<file path="src/rtl/rlkd_pkg.sv">
// ----------------------------------------------------------------------------
// Resistor-ladder key debouncer package
// Band and key codes, ladder constants and the pad-to-key mapping.
// ----------------------------------------------------------------------------
package rlkd_pkg;

   localparam int ADC_W  = 12;
   localparam int BAND_W = 4;
   localparam int KEY_W  = 3;
   localparam int RUN_W  = 8;

   typedef logic [BAND_W-1:0] band_type;
   typedef logic [KEY_W-1:0]  key_type;
   typedef logic [RUN_W-1:0]  run_type;

   localparam int LADDER_FULL  = 4095;
   localparam int LADDER_SCALE = 32;
   localparam int LADDER_TOP_K = 29;
   localparam int NUM_PADS     = 9;

   // Ladder multipliers for pads 8 down to 0.
   localparam int PAD_K [NUM_PADS] = '{25, 23, 21, 19, 17, 15, 13, 11, 9};

   localparam band_type BAND_NONE = band_type'(10);
   localparam band_type BAND_UP   = band_type'(0);
   localparam band_type BAND_MODE = band_type'(4);
   localparam band_type BAND_ONOF = band_type'(5);
   localparam band_type BAND_DOWN = band_type'(6);

   localparam key_type KEY_NONE   = key_type'(0);
   localparam key_type KEY_UP     = key_type'(1);
   localparam key_type KEY_DOWN   = key_type'(2);
   localparam key_type KEY_MODE   = key_type'(3);
   localparam key_type KEY_ON_OFF = key_type'(4);

   localparam run_type RUN_MAX = run_type'(255);

   // Smallest average whose scaled value reaches k full-scale steps.
   function automatic int ladder_min_avg(int k);
      return (k * LADDER_FULL + LADDER_SCALE - 1) / LADDER_SCALE;
   endfunction

   function automatic key_type band_to_key(band_type band);
      key_type key;
      unique case (band)
         BAND_UP:   key = KEY_UP;
         BAND_DOWN: key = KEY_DOWN;
         BAND_MODE: key = KEY_MODE;
         BAND_ONOF: key = KEY_ON_OFF;
         default:   key = KEY_NONE;
      endcase
      return key;
   endfunction

endpackage

</file>
<file path="src/rtl/resistor_ladder_key_debouncer_top.sv">
// ----------------------------------------------------------------------------
// Resistor-ladder key debouncer
// Averages groups of ADC samples, classifies the ladder pad and debounces it.
// ----------------------------------------------------------------------------
//  channel | ports                                   | direction
//  --------+-----------------------------------------+----------
//  req     | req_valid, req_stall, req_adc_sample    | in
//  rsp     | rsp_valid, rsp_stall, rsp_key_code,     | out
//          | rsp_stable_band                         |
//  csr     | csr_wr_en, csr_wr_data                  | in
//
// One sample is taken per cycle unless req_stall holds the last sample of a
// group. That sample enters the group register, and from there its classified
// and debounced result moves into the output register once that is free.
// Synchronous reset clears the sum, sample count, debounce state and the
// pipeline valids, and loads the threshold with 4.
// A stalled result blocks only the last sample of the next group once the
// group register is also full; other samples keep flowing.
// ----------------------------------------------------------------------------
module resistor_ladder_key_debouncer_top
   import rlkd_pkg::*;
#(
   parameter int SAMPLES_PER_TICK = 6
) (
   input  logic              clock,
   input  logic              reset,
   input  logic              req_valid,
   output logic              req_stall,
   input  logic [ADC_W-1:0]  req_adc_sample,
   output logic              rsp_valid,
   input  logic              rsp_stall,
   output logic [KEY_W-1:0]  rsp_key_code,
   output logic [BAND_W-1:0] rsp_stable_band,
   input  logic              csr_wr_en,
   input  logic [RUN_W-1:0]  csr_wr_data
);

   localparam int SUM_W = $clog2(LADDER_FULL * SAMPLES_PER_TICK + 1);
   localparam int IDX_W = (SAMPLES_PER_TICK > 1) ? $clog2(SAMPLES_PER_TICK) : 1;
   localparam logic [IDX_W-1:0] IDX_LAST = IDX_W'(SAMPLES_PER_TICK - 1);

   // A group sum reaches pad k when it is at least N times the smallest
   // average that reaches it; this avoids forming the average at all.
   function automatic logic [SUM_W-1:0] sum_limit(int k);
      return SUM_W'(SAMPLES_PER_TICK * ladder_min_avg(k));
   endfunction

   logic [RUN_W-1:0] threshold_ff, threshold_in;
   logic [SUM_W-1:0] sum_ff, sum_in;
   logic [IDX_W-1:0] index_ff, index_in;
   logic             tick_valid_ff, tick_valid_in;
   logic [SUM_W-1:0] tick_sum_ff, tick_sum_in;
   band_type         candidate_ff, candidate_in;
   run_type          run_ff, run_in;
   band_type         settled_ff, settled_in;
   logic             rsp_valid_ff, rsp_valid_in;
   key_type          key_ff, key_in;
   band_type         band_ff, band_in;

   logic             req_take;
   logic             is_last;
   logic             out_free;
   logic             tick_free;
   logic             tick_move;
   logic [SUM_W-1:0] group_sum;
   band_type         now_band;

   assign out_free  = !rsp_valid_ff || !rsp_stall;
   assign tick_move = tick_valid_ff && out_free;
   assign tick_free = !tick_valid_ff || out_free;
   assign is_last   = (index_ff == IDX_LAST);
   assign req_stall = is_last && !tick_free;
   assign req_take  = req_valid && !req_stall;
   assign group_sum = sum_ff + SUM_W'(req_adc_sample);

   // Accumulation side.
   always_comb begin
      threshold_in  = csr_wr_en ? csr_wr_data : threshold_ff;
      sum_in        = sum_ff;
      index_in      = index_ff;
      tick_valid_in = tick_valid_ff && !tick_move;
      tick_sum_in   = tick_sum_ff;
      if (req_take) begin
         if (is_last) begin
            sum_in        = '0;
            index_in      = '0;
            tick_valid_in = 1'b1;
            tick_sum_in   = group_sum;
         end else begin
            sum_in   = group_sum;
            index_in = index_ff + IDX_W'(1);
         end
      end
   end

   // Pad classification of the registered group sum.
   always_comb begin
      now_band = BAND_NONE;
      for (int i = NUM_PADS - 1; i >= 0; i--) begin
         if (tick_sum_ff >= sum_limit(PAD_K[i])) begin
            now_band = band_type'(NUM_PADS - 1 - i);
         end
      end
      if (tick_sum_ff >= sum_limit(LADDER_TOP_K)) begin
         now_band = BAND_NONE;
      end
   end

   // Debounce and result register.
   always_comb begin
      candidate_in = candidate_ff;
      run_in       = run_ff;
      settled_in   = settled_ff;
      rsp_valid_in = rsp_valid_ff && !(rsp_valid_ff && !rsp_stall);
      key_in       = key_ff;
      band_in      = band_ff;
      if (tick_move) begin
         if (now_band == candidate_ff) begin
            if (run_ff != RUN_MAX) begin
               run_in = run_ff + run_type'(1);
            end
         end else begin
            candidate_in = now_band;
            run_in       = run_type'(1);
         end
         if (run_in >= threshold_ff) begin
            settled_in = candidate_in;
         end
         rsp_valid_in = 1'b1;
         key_in       = band_to_key(settled_in);
         band_in      = settled_in;
      end
   end

   always_ff @(posedge clock) begin
      if (reset) begin
         threshold_ff  <= RUN_W'(4);
         sum_ff        <= '0;
         index_ff      <= '0;
         tick_valid_ff <= 1'b0;
         candidate_ff  <= BAND_NONE;
         run_ff        <= '0;
         settled_ff    <= BAND_NONE;
         rsp_valid_ff  <= 1'b0;
      end else begin
         threshold_ff  <= threshold_in;
         sum_ff        <= sum_in;
         index_ff      <= index_in;
         tick_valid_ff <= tick_valid_in;
         candidate_ff  <= candidate_in;
         run_ff        <= run_in;
         settled_ff    <= settled_in;
         rsp_valid_ff  <= rsp_valid_in;
      end
   end

   always_ff @(posedge clock) begin
      tick_sum_ff <= tick_sum_in;
      key_ff      <= key_in;
      band_ff     <= band_in;
   end

   assign rsp_valid       = rsp_valid_ff;
   assign rsp_key_code    = key_ff;
   assign rsp_stable_band = band_ff;

`ifndef SYNTH
   // The sample counter never passes the end of a group.
   a_index_range: assert property (@(posedge clock) disable iff (reset)
      index_ff <= IDX_LAST)
      else $error("sample index beyond group length");

   // A group sum that cannot move on must stay put.
   a_tick_hold: assert property (@(posedge clock) disable iff (reset)
      tick_valid_ff && !out_free |=> tick_valid_ff && $stable(tick_sum_ff))
      else $error("pending group sum lost or changed");

   // A result always carries a legal pad and the key that belongs to it.
   a_rsp_consistent: assert property (@(posedge clock) disable iff (reset)
      rsp_valid |-> (rsp_stable_band <= band_type'(8) || rsp_stable_band == BAND_NONE)
                    && rsp_key_code == band_to_key(rsp_stable_band))
      else $error("result pad and key disagree");

   // The run counter is nonzero once any group has been classified.
   a_run_nonzero: assert property (@(posedge clock) disable iff (reset)
      rsp_valid |-> run_ff != '0)
      else $error("run counter zero after a classification");
`endif

endmodule
</file>
<file path="config.mk">
export PLATFORM = sky130hd
export DESIGN_NAME = resistor_ladder_key_debouncer_top
export DESIGN_NICKNAME = d
export VERILOG_FILES = /design/src/rtl/rlkd_pkg.sv /design/src/rtl/resistor_ladder_key_debouncer_top.sv
export SDC_FILE = /design/constraint.sdc
export NUM_CORES = 1
export LEC_CHECK = 0
export ABC_AREA = 1
export BUFFER_PORTS_ARGS = -buffer_cell sky130_fd_sc_hd__buf_2
export CORE_ASPECT_RATIO = 0.7
export CORE_MARGIN = 5
export CORE_UTILIZATION = 58
export DETAILED_ROUTE_END_ITERATION = 7
export PLACE_DENSITY = 0.79
export RECOVER_POWER = 100
export SETUP_SLACK_MARGIN = 0.5
export SYNTH_ARGS = -nofsm -noshare
export SYNTH_HDL_FRONTEND = slang
export SYNTH_SLANG_ARGS = --single-unit
export TNS_END_PERCENT = 20
</file>
<file path="constraint.sdc">
create_clock -name clock -period 5.5 [get_ports clock]
set_input_delay 1.1 -clock clock [delete_from_list [all_inputs] [get_ports clock]]
set_output_delay 1.1 -clock clock [all_outputs]
set_load 0.01 [all_outputs]
</file>
## Word level (Yosys, flattened, before mapping)

Index checks and enable logic that the tools add are counted.

| word-level totals | value |
|---|---|
| register bits after elaboration | 66 |
| bits of input ports | 25 |
| word-level logic and storage cells | 70 |
| output and inout bits | 9 |

| operators by class | value |
|---|---|
| equality and inequality tests | 6 |
| reduce and logical (&&, ||, !) cells | 17 |
| multiplexer cells | 22 |
| order comparisons | 11 |
| $add $sub $neg | 3 |

Operator list:

| kind | number |
|---|---|
| 15-bit by 14-bit greater-or-equal comparator with 1-bit output (second input constant) | 6 |
| 4-bit 2-to-1 mux | 13 |
| 15-bit greater-or-equal comparator (second input constant) | 3 |
| 8-bit 2-to-1 mux | 3 |
| 15-bit by 12-bit adder with 15-bit output | 1 |
| 15-bit by 13-bit greater-or-equal comparator with 1-bit output (second input constant) | 1 |
| 15-bit 2-to-1 mux | 1 |
| 4-bit by 3-bit == test with 1-bit output (second input constant) | 3 |
| 3-bit case mux with 4 select lines | 1 |
| 8-bit by 1-bit adder with 8-bit output (second input constant) | 1 |
| 8-bit greater-or-equal comparator | 1 |
| 8-bit != test (second input constant) | 1 |
| 1-bit zero test | 7 |
| 1-bit logical AND | 6 |
| 4-bit == test | 1 |
| 4-bit zero test | 1 |
| 3-bit by 1-bit adder with 3-bit output (second input constant) | 1 |
| 3-bit == test (second input constant) | 1 |
| 1-bit 2-to-1 mux | 3 |
| 3-bit 2-to-1 mux | 1 |
| 1-bit logical OR | 2 |
| 2-bit AND reduction | 1 |

## Logic depth before layout (Yosys ltp)

Gate-level depths: netlist of the first run.

| depth | value |
|---|---|
| word-level depth | 19 |
| mapped depth | 23 |

## Worst setup path before layout of the first run

OpenSTA, ideal clock, no wires.

| timing | value |
|---|---|
| path kind | register to register |
| from | register tick_sum_ff[11] |
| to | register key_ff[0] (netlist: rsp_key_code[0]), data pin |
| path slack | 2.446 ns |
| setup time | 0.271 ns |
| buffers on the path | 0 |
| stages on the path, launching flop included | 21 |
| arrival | 2.783 ns |
| data required time | 5.229 ns |
| path through | edfxtp_1 nor2_1 inv_1 nor2_1 nand3_1 nand2_1 nand2_1 nand2_1 nand2_1 nand2_1 nand2_2 nand2_1 nand2_2 nand3_1 inv_1 ha_1 nand2_1 o2111ai_1 nor2_1 a21oi_1 nor3_1 |

| between the ends | value |
|---|---|
| word-level cells in the longest chain between the ends | 19 |

RTL lines:

| item | RTL line | RTL |
|---|---|---|
| start, declared | resistor_ladder_key_debouncer_top.sv:52 | `logic [SUM_W-1:0] tick_sum_ff, tick_sum_in;` |
| start signal, assigned | resistor_ladder_key_debouncer_top.sv:158 | `tick_sum_ff <= tick_sum_in;` |
| 15-bit by 13-bit greater-or-equal comparator with 1-bit output | resistor_ladder_key_debouncer_top.sv:100 | `if (tick_sum_ff >= sum_limit(PAD_K[i])) begin` |
| 4-bit 2-to-1 mux (9 in series) | resistor_ladder_key_debouncer_top.sv:100 |  |
| 4-bit 2-to-1 mux (*) | resistor_ladder_key_debouncer_top.sv:104 | `if (tick_sum_ff >= sum_limit(LADDER_TOP_K)) begin` |
| 4-bit == test | resistor_ladder_key_debouncer_top.sv:118 | `if (now_band == candidate_ff) begin` |
| 8-bit 2-to-1 mux | resistor_ladder_key_debouncer_top.sv:118 |  |
| 8-bit 2-to-1 mux | resistor_ladder_key_debouncer_top.sv:117 | `if (tick_move) begin` |
| 8-bit greater-or-equal comparator | resistor_ladder_key_debouncer_top.sv:126 | `if (run_in >= threshold_ff) begin` |
| 4-bit 2-to-1 mux (*) | resistor_ladder_key_debouncer_top.sv:126 |  |
| 4-bit 2-to-1 mux (*) | resistor_ladder_key_debouncer_top.sv:117 |  |
| 4-bit by 3-bit == test with 1-bit output / 4-bit zero test (equally long branches) | rlkd_pkg.sv:45 | `unique case (band)` |
| 3-bit case mux with 4 select lines (*) | rlkd_pkg.sv:45 |  |
| end signal, assigned | resistor_ladder_key_debouncer_top.sv:159 | `key_ff <= key_in;` |
| end, declared | resistor_ladder_key_debouncer_top.sv:57 | `key_type key_ff, key_in;` |

Every way passes the cells marked *; elsewhere a longest branch is shown, timed or not. The select of a mux whose other input is x is not followed.
A chain may end at the register's enable or synchronous reset.

## Worst setup path in the final report of the first run

| timing | value |
|---|---|
| from | register tick_sum_ff[11] |
| to | register key_ff[2] (netlist: rsp_key_code[2]), data pin |

Same word-level chain as after synthesis.

==> results_dict.tcl, run 1 <==
set metrics [dict create \
    drcViolationCount 0 \
    synth_edf_count 14 \
    status "complete, no violations" \
    grt_pass1_wl_um 12700 \
    hold_class "reg -> reg" \
    grt_use_total 0.217 \
    cts_buffer_depth 2 \
    clkTransAtPathRegs_ns 0.07 \
    area_growth_syn_to_layout_pct 11.4 \
    sequentialPowerShare 0.471 \
    die_area_um2 7420 \
    synth_ff_type "dfxtp_1" \
    worstMarginPinSlew_ns 1.40 \
    fin_crit_sh 0.677 \
    fp.dieH_um 73.6 \
    r2r.worst_path.cells 21 \
    ios 34 \
    rr_endpoint "rsp_key_code[2]" \
    slew-limit-headroom 0.0685 \
    comb_power_share 0.162 \
    dpl-instance-area_um2 3590 \
    power_uw 999 \
    drt-initial-drc-count 216 \
    ys_types 38 \
    timing_worst_setup_path_type "reg -> reg" \
    synthSimpleGateAreaFrac 0.236 \
    min_from "threshold_ff[6]" \
    post-place-cells 557 \
    peakVddDrop_v 0.000200 \
    cts_setup_buffers 0 \
    synth-compound-area-share 0.166 \
    syn-cell-area_um2 3350 \
    ctsResizeCount 0 \
    hold_viol_final 0 \
    htree_num_levels 3 \
    insertion_delay_ns 0.34 \
    place.port_buffers 33 \
    fp.dieW_um 101 \
    min_period_ns 3.72 \
    switchingPower_uw 290 \
    powerDensity_nw_per_um2 268 \
    avgViaCountPerCell 5.36 \
    syn_nets 504 \
    wl_per_cell_um 12.7 \
    avgSynthCellArea_um2 7.33 \
    wl_um 7280 \
    finalInstanceArea_um2 3730 \
    synth_top_family_by_area "simple AND/OR/NAND/NOR gates" \
    cp-end-kind "flip-flop" \
    max_freq_mhz 269 \
    crit_arrival_ns 3.89 \
    drv_cap 0 \
    start_util 0.591 \
    dp_slack_ns 1.91 \
    root_buffer "clkbuf_8" \
    final_common_cell "nand2_1" \
    drive_gt1_frac 0.0984 \
    instances_no_fill 573 \
    swShare 0.290 \
    yosysWarnings 0 \
    synthCells 457 \
    grt-ovfl-total 0 \
    reg2reg_slack_ns 1.78 \
    start_kind "flip-flop" \
    setup-tns-final_ns 0 \
    synthAdderAreaFrac 0.0844 \
    grt_antenna_before_repair 0 \
    yosysSeqAreaShare 0.388 \
    p_clk_frac 0.367 \
    whs_path_depth 2 \
    fin_nets 540 \
    hold_buffers 0 \
    hpwl_um 5280 \
    firstDrtPassIters 6 \
    final-setup-viol-count 0 \
    drtAntennaViolNets 0 \
    hold_path_end "threshold_ff[6]" \
    cts_tree "done" \
    synth_xor_area_frac 0.0418 \
    antenna_cells_inserted 0 \
    drv_slew 0 \
    cts_made_buffers 9 \
    async_reset_ff_frac 0 \
    core-area_um2 5670 \
    cp.required_ns 5.66 \
    grt_pass1_vias 2864 \
    ys_seq_elements 58 \
    setup_ws_ns 1.78 \
    placementRows 23 \
    p_leak_uw 0.00177 \
    place_congestion 0.875 \
    intPower_uw 709 \
    vias 3073 \
    worstPathMaxFanout 9 \
    final_cell_mix "nand2_1, inv_1, a21oi_1, dfxtp_1, o21ai_0" \
    fin_skew_ns 0.00525 \
    rsz0062_at_grt "false" \
    synthMuxAreaShare 0 \
    grt_max_degree 34 \
    cts.sinks 58 \
    r2r_start "tick_sum_ff[11]" \
]
-- Yosys cell counts, types with 3 or more instances --
cell type   n  area (µm²)
a21oi_1    58         290
clkbuf_1    7        26.3
dfxtp_1    44         881
edfxtp_1   14         420
ha_1       21         263
inv_1      62         233
inv_2       3        11.3
nand2_1    98         368
nand2_2     5        31.3
nand3_1    25         125
nand4_1     5        31.3
nor2_1     34         128
nor3_1      5        25.0
o21ai_0    33         165
xnor2_1     3        26.3
xor2_1     13         114
-- flip-flops by register name (all words and copies together) (netlist names) --
| register | cells |
|---|---|
| threshold_ff | 8 |
| tick_sum_ff | 7 |
| rsp_stable_band | 4 |
| tick_valid_ff | 1 |
| sum_ff | 15 |
| candidate_ff | 4 |
| rsp_key_code | 3 |
| settled_ff | 4 |
| index_ff | 3 |
| rsp_valid | 1 |
| run_ff | 8 |
-- worst max-delay path: stages, from the launching register on --
cell,delay (ns)
edfxtp_1,0.48
nor2_1,0.22
inv_1,0.08
nor2_1,0.11
nand3_1,0.07
nand2_1,0.06
nand2_1,0.04
nand2_1,0.06
nand2_1,0.05
nand2_1,0.09
nand2_1,0.09
nand2_1,0.07
nand2_1,0.19
nand3_1,0.19
inv_1,0.07
ha_1,0.29
a21oi_1,0.07
o2111ai_1,0.55
nor2_1,0.09
a21oi_1,0.38
nand2_1,0.09
nor3_1,0.20
-- how the worst max path moves through the flow --
stage / to / slack (ns) / startpoint
final: rsp_key_code[2] / 1.78 / tick_sum_ff[11]
after global routing: rsp_key_code[2] / 1.32 / tick_sum_ff[11]
after CTS: rsp_key_code[2] / 1.87 / tick_sum_ff[11]
after detailed placement: rsp_key_code[2] / 1.91 / tick_sum_ff[11]
after global placement: rsp_key_code[0] / 2.10 / tick_sum_ff[11]
after floorplan: rsp_key_code[0] / 2.45 / tick_sum_ff[11]
-- cell type report --
cell class | instances | area [µm²]
timing repair buffer | 34 | 155
clock buffer | 10 | 149
tap | 75 | 93.8
multi-input combinational | 325 | 1750
fill | 486 | 1930
sequential | 58 | 1300
inverter | 65 | 244
clock inverter | 6 | 38.8
-- cells by family after synthesis --
group	after synthesis
AO/OA/AOI/OAI	104
XOR/XNOR	16
adder cells (fa/ha/maj)	22
buffers and inverters	74
flip-flops	58
AND/OR/NAND/NOR	183
-- routing by layer --
layer | global-route usage | share of wire | vias to the layer above
li1 | - | - | 1590
met3 | 0.0531 | 0.065 | 15
met4 | 0.0807 | 0.012 | 0
met2 | 0.349 | 0.44 | 103
met5 | 0 | 0 | -
met1 | 0.284 | 0.49 | 1365
-- per-stage QoR --
stage	utilization	hold slack, ns
after CTS	0.666	0.472
after floorplan	-	0.440
after global placement	0.633	0.452
after global routing	0.659	0.501
final	0.659	0.468
after detailed placement	0.633	0.461
-- power by group through the flow --
stage	registers (µW)	clock network (µW)	logic, µW
floorplan	476	0	125
finish	470	367	162
detailed placement	479	0	162
global placement	478	0	156
global route	473	396	186
CTS	470	374	163
(Power assumes the default switching activity.)
==> run 2: changes to the inputs <==
==> constraint.sdc (replaced) <==
create_clock -name clock -period 3.6 [get_ports clock]
set_input_delay 0.72 -clock clock [delete_from_list [all_inputs] [get_ports clock]]
set_output_delay 0.72 -clock clock [all_outputs]
set_load 0.01 [all_outputs]
==> run 2 against run 1 <==
Against the previous run: cell count grew 4.2%; clock skew grew 0.0061 ns; global-route usage grew 1.1 points; wire length grew 24%; total power grew 62%; clock power grew 70%; flip-flop and latch count is the same; combinational power grew 69%; critical path type unchanged; highest routed layer unchanged; count of clock-buffer cells in the layout grew 1; sequential share of layout area shrank 4.1 points.
==> results_dict.tcl, run 2 (same netlist as run 1, synthesis figures left out) <==
set metrics [dict create \
    r2r_start "tick_sum_ff[12]" \
    worstPathCellList "buf_6 -> nor2_4 -> inv_2 -> nor2_2 -> nand3_1 -> nand2_1 -> nand2_1 -> nand2_1 -> nand2_1 -> nand2_2 -> nand2_4 -> nand2_4 -> nand2_1 -> nand3_2 -> inv_2 -> ha_1 -> a21oi_1 -> o21ai_1 -> nand2_1 -> o2111ai_2 -> buf_6 -> nor2_1 -> a21oi_4 -> nor3_2" \
    grt_pass1_vias 3058 \
    cts_buffer_depth 2 \
    worstMarginPinSlew_ns 1.34 \
    grt_pass1_wl_um 13400 \
    slew-limit-headroom 0.103 \
    fin_crit_sh 0.947 \
    timing_worst_setup_path_type "reg -> reg" \
    antenna_cells_inserted 0 \
    wl_per_cell_um 15.1 \
    firstDrtPassIters 5 \
    grt_antenna_before_repair 0 \
    area_growth_syn_to_layout_pct 26.4 \
    place_congestion 0.910 \
    rr_endpoint "rsp_key_code[2]" \
    cp_common_cell "nand2_1" \
    powerDensity_nw_per_um2 382 \
    reg2reg_slack_ns 0.19 \
    status "complete, no violations" \
    clkTransAtPathRegs_ns 0.07 \
    wl_um 9010 \
    hold_viol_final 0 \
    cp.required_ns 3.79 \
    peakVddDrop_v 0.000280 \
    multiInputGateArea_um2 2050 \
    grt-ovfl-total 0 \
    r2r.worst_path.cells 24 \
    start_kind "flip-flop" \
    whs_path_depth 2 \
    drcViolationCount 0 \
    hold_path_end "threshold_ff[1]" \
    fp.dieW_um 101 \
    drv_slew 0 \
    cts_tree "done" \
    largest-register "sum_ff" \
    crit_arrival_ns 3.60 \
    hpwl_um 5350 \
    vias 3357 \
    worstPathMaxFanout 8 \
    root_buffer "clkbuf_8" \
    cts.sinks 58 \
    final_core_util 0.747 \
    drv_cap 0 \
    cp-end-kind "flip-flop" \
    setup-tns-final_ns 0 \
    drive_gt1_frac 0.230 \
    max_freq_mhz 293 \
    htree_num_levels 3 \
    hold_buffers 0 \
    fin_nets 564 \
    fin_skew_ns 0.0113 \
    hold_class "reg -> reg" \
    largest_reg_flops 15 \
    place.port_buffers 33 \
    insertion_delay_ns 0.34 \
    final_cell_mix "nand2_1, inv_1, a21oi_1, dfxtp_1, o21ai_0" \
    ios 34 \
    grt_use_total 0.228 \
    grt_max_degree 27 \
    min_from "threshold_ff[1]" \
    p_leak_uw 0.00195 \
    regArea_um2 1300 \
    cts_made_buffers 9 \
    die_area_um2 7420 \
    min_period_ns 3.41 \
    reg_top3 "sum_ff: 15 flops, run_ff: 8 flops, threshold_ff: 8 flops" \
    cp_num_buf_inv 4 \
    final_common_cell "nand2_1" \
    cp_slowest_stage_delay_ns 0.48 \
    avgViaCountPerCell 5.62 \
    placementRows 23 \
    drt-initial-drc-count 317 \
    drtAntennaViolNets 0 \
    final-setup-viol-count 0 \
    crit_slowest_cell "edfxtp_1" \
    start_util 0.591 \
    nFillCells 404 \
    rsz0062_at_grt "true" \
    fp.dieH_um 73.6 \
    core-area_um2 5670 \
    crit_family "simple AND/OR/NAND/NOR gates" \
]
## run 2: layout make-up
type                    instances  area share
clock inverters                 5      0.0124
repair buffers                 56      0.0795
flip-flops and latches         58       0.307
multi-input cells             327       0.485
well taps                      75      0.0222
inverters                      65      0.0576
clock buffers                  11      0.0360
## run 2: worst register-to-register path: cells and delay by family, from the launching register on
kind,cells,cell delay [ns]
flops,1,0.48
compound gates,4,0.42
simple gates,15,1.61
buf+inv,4,0.47
fa+ha+maj,1,0.28
## run 2: power by group
| part | total, µW | switching (µW) | internal [µW] | leakage [µW] |
|---|---|---|---|---|
| logic | 274 | 170 | 105 | 0.00135 |
| registers | 720 | 18.3 | 701 | 0.000496 |
| clock network | 624 | 266 | 358 | 0.000104 |
| total | 1620 | 454 | 1160 | 0.00195 |
## run 2: layer usage
metal / vias to the layer above / wire length, µm / GRT usage
met5: - / 0 / 0
met4: 0 / 347 / 0.0613
met3: 35 / 700 / 0.0626
met2: 157 / 4250 / 0.383
met1: 1532 / 3710 / 0.290
li1: 1633 / - / -
## run 2: how the worst max path moves through the flow
stage	from	end	slack (ns)	depth (start not counted)
final	tick_sum_ff[12]	rsp_key_code[2]	0.19	24
after global routing	tick_sum_ff[12]	rsp_key_code[2]	0.009	23
after CTS	tick_sum_ff[14]	rsp_key_code[1]	0.49	23
after detailed placement	tick_sum_ff[11]	rsp_key_code[0]	0.17	23
after global placement	tick_sum_ff[10]	rsp_key_code[0]	0.42	20
after floorplan	tick_sum_ff[11]	rsp_key_code[0]	0.55	20
## run 2: timing repair
action | 4_1_cts | 5_1_grt
pin swaps | 8 | 21
setup buffers | 9 | 12
gates cloned | 2 | 0
endpoints found under the setup margin | 11 | 11
gates resized for setup | 30 | 42
endpoints found under the hold margin | 0 | 0
## run 2: stage by stage
| stage | setup slack [ns] | power [µW] | instances | hold WS (ns) | cell area [µm²] |
|---|---|---|---|---|---|
| after floorplan | 0.546 | 919 | 457 | 0.440 | 3350 |
| after global placement | 0.417 | 971 | 558 | 0.452 | 3590 |
| after detailed placement | 0.175 | 980 | 558 | 0.460 | 3590 |
| after CTS | 0.493 | 1600 | 585 | 0.474 | 3980 |
| after global routing | 0.00900 | 1700 | 597 | 0.490 | 4240 |
| final | 0.191 | 1620 | 597 | 0.469 | 4240 |
==> run 3: changes to the inputs <==
--- a/config.mk
+++ b/config.mk
@@ -9,9 +9,9 @@
 export BUFFER_PORTS_ARGS = -buffer_cell sky130_fd_sc_hd__buf_2
 export CORE_ASPECT_RATIO = 0.7
 export CORE_MARGIN = 5
-export CORE_UTILIZATION = 58
+export CORE_UTILIZATION = 30
 export DETAILED_ROUTE_END_ITERATION = 7
-export PLACE_DENSITY = 0.79
+export PLACE_DENSITY = 0.46
 export RECOVER_POWER = 100
 export SETUP_SLACK_MARGIN = 0.5
 export SYNTH_ARGS = -nofsm -noshare
==> run 3 against run 2 <==
Against the previous run: global-route usage is 10 points lower; count of clock-buffer cells in the layout is 4 higher; maximum frequency is 4.8% higher; final area is 3.5% higher; setup slack better by 0.15 ns; sequential share of layout area is 1.0 points lower; clock skew is 0.0034 ns lower; register-to-register slack better by 0.15 ns; via count is 7.7% lower; wire length is 8.5% lower; clock power is 35% higher; first-iteration DRC count is 55% lower; largest power group is now the clock network.
==> results_dict.tcl, run 3 (same netlist as run 1, synthesis figures left out) <==
set metrics [dict create \
    swShare 0.253 \
    use_met2 0.182 \
    area_growth_syn_to_layout_pct 30.8 \
    intPower_uw 1370 \
    cp_num_cells 22 \
    place.port_buffers 33 \
    cts_made_buffers 9 \
    ios 34 \
    slew-limit-headroom 0.0483 \
    status "complete, no violations" \
    placementRows 32 \
    firstDrtPassIters 4 \
    cts_tree "done" \
    cp_common_cell "nand2_1" \
    r2r.worst_path.cells 22 \
    reg_top3 "sum_ff: 15 flops, run_ff: 8 flops, threshold_ff: 8 flops" \
    final_common_cell "nand2_1" \
    whs_ns 0.464 \
    hpwl_um 5760 \
    crit_arrival_ns 3.33 \
    antenna_cells_inserted 0 \
    grt-busiest-layer "met2" \
    start_util 0.306 \
    p_leak_uw 0.00196 \
    drtAntennaViolNets 0 \
    grt_pass1_wl_um 13800 \
    final-setup-viol-count 0 \
    avgViaCountPerCell 4.64 \
    fin_skew_ns 0.00788 \
    switchingPower_uw 466 \
    grt-ovfl-total 0 \
    fin_nets 557 \
    crit_family "simple AND/OR/NAND/NOR gates" \
    crit_slowest_cell "edfxtp_1" \
    whs_path_depth 2 \
    timing_worst_setup_path_type "reg -> reg" \
    place_congestion 0.814 \
    insertion_delay_ns 0.33 \
    grt_antenna_before_repair 0 \
    drt-initial-drc-count 143 \
    fp.dieW_um 136 \
    grtUsageMet3 0.0342 \
    cp_num_buf_inv 3 \
    rsz0062_at_grt "true" \
    grt_max_degree 27 \
    sequentialPowerShare 0.392 \
    peakVddDrop_v 0.000237 \
    cts_buffer_depth 2 \
    powerDensity_nw_per_um2 419 \
    worstPathMaxFanout 8 \
    clkTransAtPathRegs_ns 0.05 \
    comb_power_share 0.149 \
    htree_num_levels 3 \
    p_clk_frac 0.459 \
    grt_pass1_vias 2914 \
    drv_cap 0 \
    hold_viol_final 0 \
    root_buffer "clkbuf_16" \
    wl_per_cell_um 12.3 \
    final_cell_mix "nand2_1, inv_1, a21oi_1, dfxtp_1, o21ai_0" \
    min_period_ns 3.25 \
    fp.dieH_um 98.4 \
    wl_um 8250 \
    drv_slew 0 \
    largest-register "sum_ff" \
    cp.required_ns 3.67 \
    max_freq_mhz 307 \
    cts.sinks 58 \
    cp-end-kind "flip-flop" \
    cp_slowest_stage_delay_ns 0.47 \
    finalInstanceArea_um2 4380 \
    die_area_um2 13400 \
    worstMarginPinSlew_ns 1.43 \
    setup-tns-final_ns 0 \
    met1_usage 0.181 \
    grt_use_total 0.128 \
    fin_crit_sh 0.904 \
    final_core_util 0.400 \
    drive_gt1_frac 0.202 \
    worstPathCellList "nor2_1 -> nand3_1 -> nand2_1 -> nand2_1 -> nand2_1 -> nand2_1 -> nand2_2 -> nand2_4 -> nand2_4 -> nand2_4 -> nor2_4 -> nand3_2 -> inv_1 -> ha_4 -> a21oi_2 -> o21ai_1 -> nand2_1 -> o2111ai_2 -> buf_6 -> buf_4 -> a31oi_4 -> nor3_1" \
    dpl-instance-area_um2 3690 \
    hold_class "reg -> reg" \
    vias 3098 \
    start_kind "flip-flop" \
    largest_reg_flops 15 \
    core-area_um2 11000 \
    drcViolationCount 0 \
]
==> run 3: cell type report <==
class / instances / area [µm²]
Sequential cell: 58 / 1300
Fill cell: 1141 / 6590
Inverter: 65 / 244
Timing Repair Buffer: 49 / 279
Clock buffer: 15 / 299
Multi-Input combinational cell: 327 / 2060
Tap cell: 153 / 191
Clock inverter: 1 / 5.00
==> run 3: what timing repair did <==
item | in CTS | in global routing
hold buffers | 0 | 0
gates resized for setup | 34 | 32
endpoints found under the setup margin | 10 | 11
cloned | 2 | 0
pin swaps | 17 | 23
buffers inserted | 6 | 8
==> run 3: metal layers <==
layer | vias up | wire length, µm
met5 | - | 0
met4 | 0 | 154
met3 | 15 | 269
met2 | 48 | 3450
met1 | 1414 | 4370
li1 | 1621 | -
==> run 3: power groups by stage <==
stage | combinational [µW] | clock, µW | sequential [µW]
6_report | 274 | 844 | 720
5_1_grt | 313 | 900 | 722
4_1_cts | 265 | 869 | 719
3_5_place_dp | 252 | 0 | 732
3_3_place_gp | 251 | 0 | 731
2_1_floorplan | 191 | 0 | 728
==> run 3: tightest hold or removal path, stage by stage (launching register included) <==
cell,delay (ns)
dfxtp_1,0.31
nand2_1,0.06
a21oi_1,0.05
==> run 3: per-stage QoR <==
stage	worst slack, ns	power (µW)	std cells
3_5_place_dp	0.211	984	636
4_1_cts	0.444	1850	660
3_3_place_gp	0.309	982	636
5_1_grt	0.0928	1940	668
6_report	0.346	1840	668
2_1_floorplan	0.546	919	457
==> run 3: path summary, 6_finish.rpt <==
| check | startpoint | end | slack, ns |
|---|---|---|---|
| worst max-delay path | tick_sum_ff[11] | rsp_key_code[0] | 0.35 |
| worst min-delay path | sum_ff[0] | sum_ff[0] | 0.46 |
| worst min register to register | sum_ff[0] | sum_ff[0] | 0.46 |
| worst max register to register | tick_sum_ff[11] | rsp_key_code[0] | 0.35 |
